==> config.mk <==
export PLATFORM = sky130hd
export DESIGN_NAME = rmq_sqrt
export DESIGN_NICKNAME = d
export VERILOG_FILES = /design/src/hdl/rmq_pkg.sv /design/src/hdl/rmq_sqrt.sv
export SDC_FILE = /design/constraint.sdc
export NUM_CORES = 2
export LEC_CHECK = 0
export ABC_AREA = 1
export BUFFER_PORTS_ARGS = -buffer_cell sky130_fd_sc_hd__clkbuf_2
export CAP_MARGIN = 20
export CELL_PAD_IN_SITES_DETAIL_PLACEMENT = 0
export CELL_PAD_IN_SITES_GLOBAL_PLACEMENT = 1
export CORE_ASPECT_RATIO = 2
export CORE_MARGIN = 2
export CORE_UTILIZATION = 30
export CTS_CLUSTER_DIAMETER = 40
export DETAILED_ROUTE_END_ITERATION = 10
export PLACE_DENSITY_LB_ADDON = 0.1
export SLEW_MARGIN = 40
export SYNTH_ARGS = -nofsm -noshare
export SYNTH_HDL_FRONTEND = slang
export SYNTH_SLANG_ARGS = --single-unit
==> constraint.sdc <==
create_clock -name clk_i -period 2.5 [get_ports clk_i]
set_input_delay 0.75 -clock clk_i [delete_from_list [all_inputs] [get_ports clk_i]]
set_output_delay 0.75 -clock clk_i [all_outputs]
set_load 0.1 [all_outputs]
==> src/hdl/rmq_pkg.sv <==
// Shared types and constants of the matrix-to-quaternion pipeline.
package rmq_pkg;

  localparam int FRAC_BITS = 14;
  localparam int CW = ((FRAC_BITS > 17) ? FRAC_BITS : 17) + 2;
  localparam int MW = CW - 1;
  localparam int SW = 2 * MW + 2;
  localparam int NW = SW / 2;
  localparam int QW = FRAC_BITS + 1;
  localparam int DW = MW + FRAC_BITS + 1;

  typedef enum logic [1:0] {
    BR_TRACE = 2'd0,
    BR_X     = 2'd1,
    BR_Y     = 2'd2,
    BR_Z     = 2'd3
  } branch_e;

  typedef struct packed {
    logic signed [15:0] r11;
    logic signed [15:0] r12;
    logic signed [15:0] r13;
    logic signed [15:0] r21;
    logic signed [15:0] r22;
    logic signed [15:0] r23;
    logic signed [15:0] r31;
    logic signed [15:0] r32;
    logic signed [15:0] r33;
  } in_req_t;

  typedef struct packed {
    logic signed [15:0] qw;
    logic signed [15:0] qx;
    logic signed [15:0] qy;
    logic signed [15:0] qz;
    logic [1:0]         branch_taken;
    logic               degenerate;
  } out_req_t;

  typedef struct packed {
    branch_e             br;
    logic                degen;
    logic [3:0]          neg;
    logic [3:0][MW-1:0]  mag;
  } side_t;

endpackage

==> src/hdl/rmq_sqrt.sv <==
// Pipelined integer square root, one root bit per stage.
module rmq_sqrt import rmq_pkg::*; (
  input  logic          clk_i,
  input  logic          rst_ni,
  input  logic          en_i,
  input  logic          valid_i,
  input  logic [SW-1:0] sum_i,
  input  side_t         side_i,
  output logic          valid_o,
  output logic [NW-1:0] root_o,
  output side_t         side_o
);

  localparam int RW = NW + 2;

  typedef struct packed {
    logic [SW-1:0] s;
    logic [RW-1:0] rem;
    logic [NW-1:0] root;
  } sq_t;

  sq_t   st_q   [NW+1];
  side_t side_q [NW+1];
  logic  v_q    [NW+1];

  assign st_q[0]   = '{s: sum_i, rem: '0, root: '0};
  assign side_q[0] = side_i;
  assign v_q[0]    = valid_i;

  for (genvar k = 0; k < NW; k++) begin : g_stage
    logic [RW+1:0] remx, trial;
    sq_t           nxt;

    assign remx  = {st_q[k].rem, st_q[k].s[SW-1:SW-2]};
    assign trial = {2'b00, st_q[k].root, 2'b01};

    always_comb begin
      nxt.s = {st_q[k].s[SW-3:0], 2'b00};
      if (remx >= trial) begin
        nxt.rem  = RW'(remx - trial);
        nxt.root = {st_q[k].root[NW-2:0], 1'b1};
      end else begin
        nxt.rem  = RW'(remx);
        nxt.root = {st_q[k].root[NW-2:0], 1'b0};
      end
    end

    always_ff @(posedge clk_i) begin
      if (en_i) begin
        st_q[k+1]   <= nxt;
        side_q[k+1] <= side_q[k];
      end
    end

    always_ff @(posedge clk_i or negedge rst_ni) begin
      if (!rst_ni) begin
        v_q[k+1] <= 1'b0;
      end else if (en_i) begin
        v_q[k+1] <= v_q[k];
      end
    end
  end

  assign valid_o = v_q[NW];
  assign root_o  = st_q[NW].root;
  assign side_o  = side_q[NW];

endmodule

After elaboration in Yosys (flattened, before gate mapping)
Index checks and enable logic that the tools add are counted.
{"block": "classes", "add_sub_neg": 18, "order_cmp": 19, "mux": 19}
{"operator": "$mux 40", "count": 17}
{"operator": "$ge 23x21->1", "count": 18}
{"operator": "$sub 21x21->21", "count": 17}
{"operator": "$mux 21", "count": 1}
{"operator": "$sub 2x1->3 const B", "count": 1}
{"operator": "$ge 2x1->1 const B", "count": 1}
{"operator": "$mux 1", "count": 1}
{"block": "word_totals", "ff_bits": 2583, "in_bits": 121, "out_inout_bits": 99, "elab_cells": 264}

Logic depth before layout (Yosys ltp)
{"block": "depth", "ltp_word": 2, "mapped_depth": 15, "ltp_nobuf": 14}

Least setup slack after synthesis
OpenSTA, ideal clock, no wires.
{"block": "synth_timing", "path_kind": "register to register", "start": "register st_q (netlist bit g_stage[6].remx[2])", "end": "register st_q (netlist bit g_stage[7].remx[11]), data pin", "setup_time_ps": 249, "arrival_ps": 1749, "required_ps": 2251, "slack_ps": 501, "path_stages_with_launch": 13, "path_buffers": 1, "synth_period_minus_slack_ps": 1999, "path_cell_list": "edfxtp_1 ha_1 a21oi_2 nand2_2 nand2_1 nand3_2 nand2_4 nand2_4 nor2_8 inv_2 buf_6 nand2_1 inv_1"}
{"item": "start: declaration", "line_no": "rmq_sqrt.sv:22", "text": "sq_t st_q [NW+1];"}
{"item": "start signal: indexed assignment", "line_no": "rmq_sqrt.sv:50", "text": "st_q[k+1] <= nxt;"}

==> results.yml <==
status:
  outcome: "finished clean"
synthesis:
  ys_seq_area_share_pct: 77.2
  synth.avg_cell_area_um2: 13.9
  syn_nets: 7072
  ys_warn_count: 0
  syn_inst: 6741
  ys_ff_latch: 2404
  synth_cell_type_count: 52
  synth.cell_area_um2: 93400
global_route:
  grt_pass1_wl_um: 339000
  overflow: 0
  antenna_found_initial: 7
  gr-usage-all-layers_pct: 14.5
  grt_pass1_vias: 55900
  grt_max_degree: 122
setup_path:
  end_kind: "flop"
  r2r_end: "g_stage[15].remx[3]"
  arrival_ns: 2.99
  worstSetupPathType: "flop to flop"
  cp-start-kind: "flop"
  cp_data_required_time_ns: 3.08
  rr_worst_depth: 13
  crit_fanout: 5
  r2r_slack_ns: 0.09
  r2r_start: "g_stage[14].trial[6]"
sta:
  rsz0062_at_grt: "yes"
  final_max_slew_viol_count: 0
  finClkSkew_ns: 0.0572
  slew_headroom_pct: 47.6
  setup_tns_ns: 0
  post-route-min-period_ns: 2.41
  setup_ws_ns: 0.0948
  fmax_mhz: 416
  min_period_over_period_pct: 96.2
  hold_viol_final: 0
  worstMarginPinSlew_ns: 0.786
  setup_viol: 0
power_and_ir_drop:
  peakVddDrop_v: 0.000706
  p_per_area_nw_per_um2: 891
  leakagePower_uw: 0.0452
placement:
  numPortBuffers: 219
  gp_congestion: 0.910
  dp_hpwl_um: 172000
  dp_worst_setup_slack_ns: -0.251
detailed_routing:
  dr.pass1.iters: 5
  wl_um: 232000
  antenna_left: 0
  route.detailed.drc: 0
  drtIter0Drc: 2362
  via_per_inst: 4.29
  via_count: 51800
  wire_per_inst_um: 19.2
floorplanning:
  start_util_pct: 30.1
  die-area_um2: 316000
  die_w_um: 399
  core-area_um2: 310000
  fp-row-count: 289
  fp.dieH_um: 793
  io-pin-count: 220
cts:
  cts.sinks: 2404
  h-tree-depth: 5
  root_buffer: "clkbuf_16"
  clk_latency_ns: 0.87
  clock_path_buffers: 4
  clkTransAtPathRegs_ns: 0.06
  cts_tree: "built"
  cts_made_buffers: 292
min_path:
  hold_end: "side_q[1460]"
  hp-start: "side_i[38]"
  holdPathStages: 1
  holdCritPathClass: "primary input to flop"
flow_run:
  maxCapViolations: 0
finish:
  drive_gt1_share_pct: 17.9
  syn2layout_area_growth_pct: 23.0
  fin_nets: 8103
## timing repair
item                       in CTS  in global routing
gates resized for setup       111                 72
gates cloned                    0                  2
hold endpoints to repair      121                  0
setup endpoints to repair     163                148
hold buffers                  103                  0
buffers inserted                7                  8
pin swaps                       4                  5
## cell type report
class	instances	area, µm²
clock inverters	190	1980
repair buffers	860	7300
fillers	29700	195000
clock buffers	335	7550
inverters	842	3170
diodes	2	5.00
well taps	4074	5100
flip-flops and latches	2404	72100
multi-input cells	3372	17700
## where the power goes
part           leakage, µW  switching [µW]  total [µW]  internal, µW
Combinational       0.0172            7260       11200          3930
Clock              0.00461           17500       41700         24200
Sequential          0.0234            1530       49400         47900
## cell usage in the layout (no fill, tap or decap), types with 35 or more instances in the layout
| cell type | instances |
|---|---|
| edfxtp_1 | 2385 |
| nand2_1 | 1637 |
| inv_1 | 821 |
| buf_4 | 465 |
| nor2_1 | 424 |
| clkbuf_16 | 296 |
| nand3_1 | 252 |
| ha_1 | 183 |
| a21oi_1 | 167 |
| clkbuf_2 | 140 |
| dlygate4sd3_1 | 103 |
| o21ai_0 | 94 |
| xor2_1 | 90 |
| nand4_1 | 78 |
| clkbuf_4 | 76 |
| buf_12 | 74 |
| nand3b_1 | 67 |
| xnor2_1 | 54 |
| nor3_1 | 48 |
| nor2_2 | 39 |
| clkbuf_1 | 39 |
| a21oi_2 | 38 |
| inv_6 | 37 |
| o21ai_1 | 35 |
| clkinv_2 | 35 |
## metrics by stage
| step | cells | hold WS [ns] | utilization, % | area (µm²) | power [µW] |
|---|---|---|---|---|---|
| after floorplan | 6741 | 0.400 | - | 93400 | 55600 |
| after global placement | 11400 | 0.400 | 33.4 | 103000 | 61300 |
| after detailed placement | 11400 | 0.405 | 33.4 | 103000 | 61300 |
| after CTS | 12100 | 0.000466 | 36.9 | 114000 | 104000 |
| after global routing | 12100 | 0.0475 | 37.1 | 115000 | 107000 |
| final | 12100 | 0.113 | 37.1 | 115000 | 102000 |
## critical path, cell delays in order, from the launching register on
cell,delay [ns]
edfxtp_1,0.40
inv_1,0.06
ha_1,0.35
nand2_1,0.12
nor2_1,0.14
nand3_1,0.12
buf_4,0.19
nor2_1,0.09
nand2_1,0.07
nand2_2,0.14
clkinvlp_4,0.11
buf_12,0.16
nand2_8,0.11
o21ai_0,0.09
## kinds of logic after synthesis
family          share of synthesized area [%]
compound gates                           2.45
xor+xnor                                 1.40
fa+ha+maj                                2.81
buf+inv                                  4.42
flops                                    77.2
mux                                    0.0121
other cells                           0.00401
simple gates                             11.7
## worst max path at each step
stage | startpoint | slack, ns | endpoint
2_1_floorplan | g_stage[6].remx[2] | 0.50 | g_stage[7].remx[11]
3_3_place_gp | g_stage[7].trial[3] | -0.25 | g_stage[8].remx[18]
3_5_place_dp | g_stage[7].trial[3] | -0.25 | g_stage[8].remx[18]
4_1_cts | side_o[4] | 0.002 | side_o[4]
5_1_grt | g_stage[14].remx[9] | -0.01 | g_stage[15].remx[9]
6_report | g_stage[14].trial[6] | 0.09 | g_stage[15].remx[3]
## cells in the mapped netlist, drive strengths merged
cell type  number  area (µm²)
clkinv          1        5.00
and2            3        18.8
nor3b           2        15.0
o21a            5        37.5
clkbuf          5        18.8
inv           841        3160
nor3           51         255
nand3b         67         503
xor2           92         806
nand3         261        1370
nor2          470        1860
o21bai         11        90.1
a21boi          5        41.3
conb            1        3.75
ha            210        2630
a211oi          1        7.51
xnor2          57         499
nand4          81         526
mux2            1        11.3
and3            3        18.8
or2             4        25.0
nand2        1669        6340
a21o            6        45.0
o211ai          2        15.0
edfxtp       2385       71600
nor4            4        31.3
o21ai         156         871
dfrtp          19         475
a21oi         208        1180
buf           120         937
## state kept, by name, indices dropped and copies added, names as in the netlist
name and cells:
g_stage.nxt 306, valid_o 1, root_o 19, v_q 18, side_q 1422, side_o 79
g_stage.trial 171, g_stage.remx 388
## metal layers
metal	wire length, µm	up-vias	track usage (%)
met5	46	-	0
met4	16600	6	9.10
met3	7160	605	2.18
met2	140000	957	31.0
met1	68000	24900	11.5
li1	-	25300	-
(Power assumes the default switching activity.)
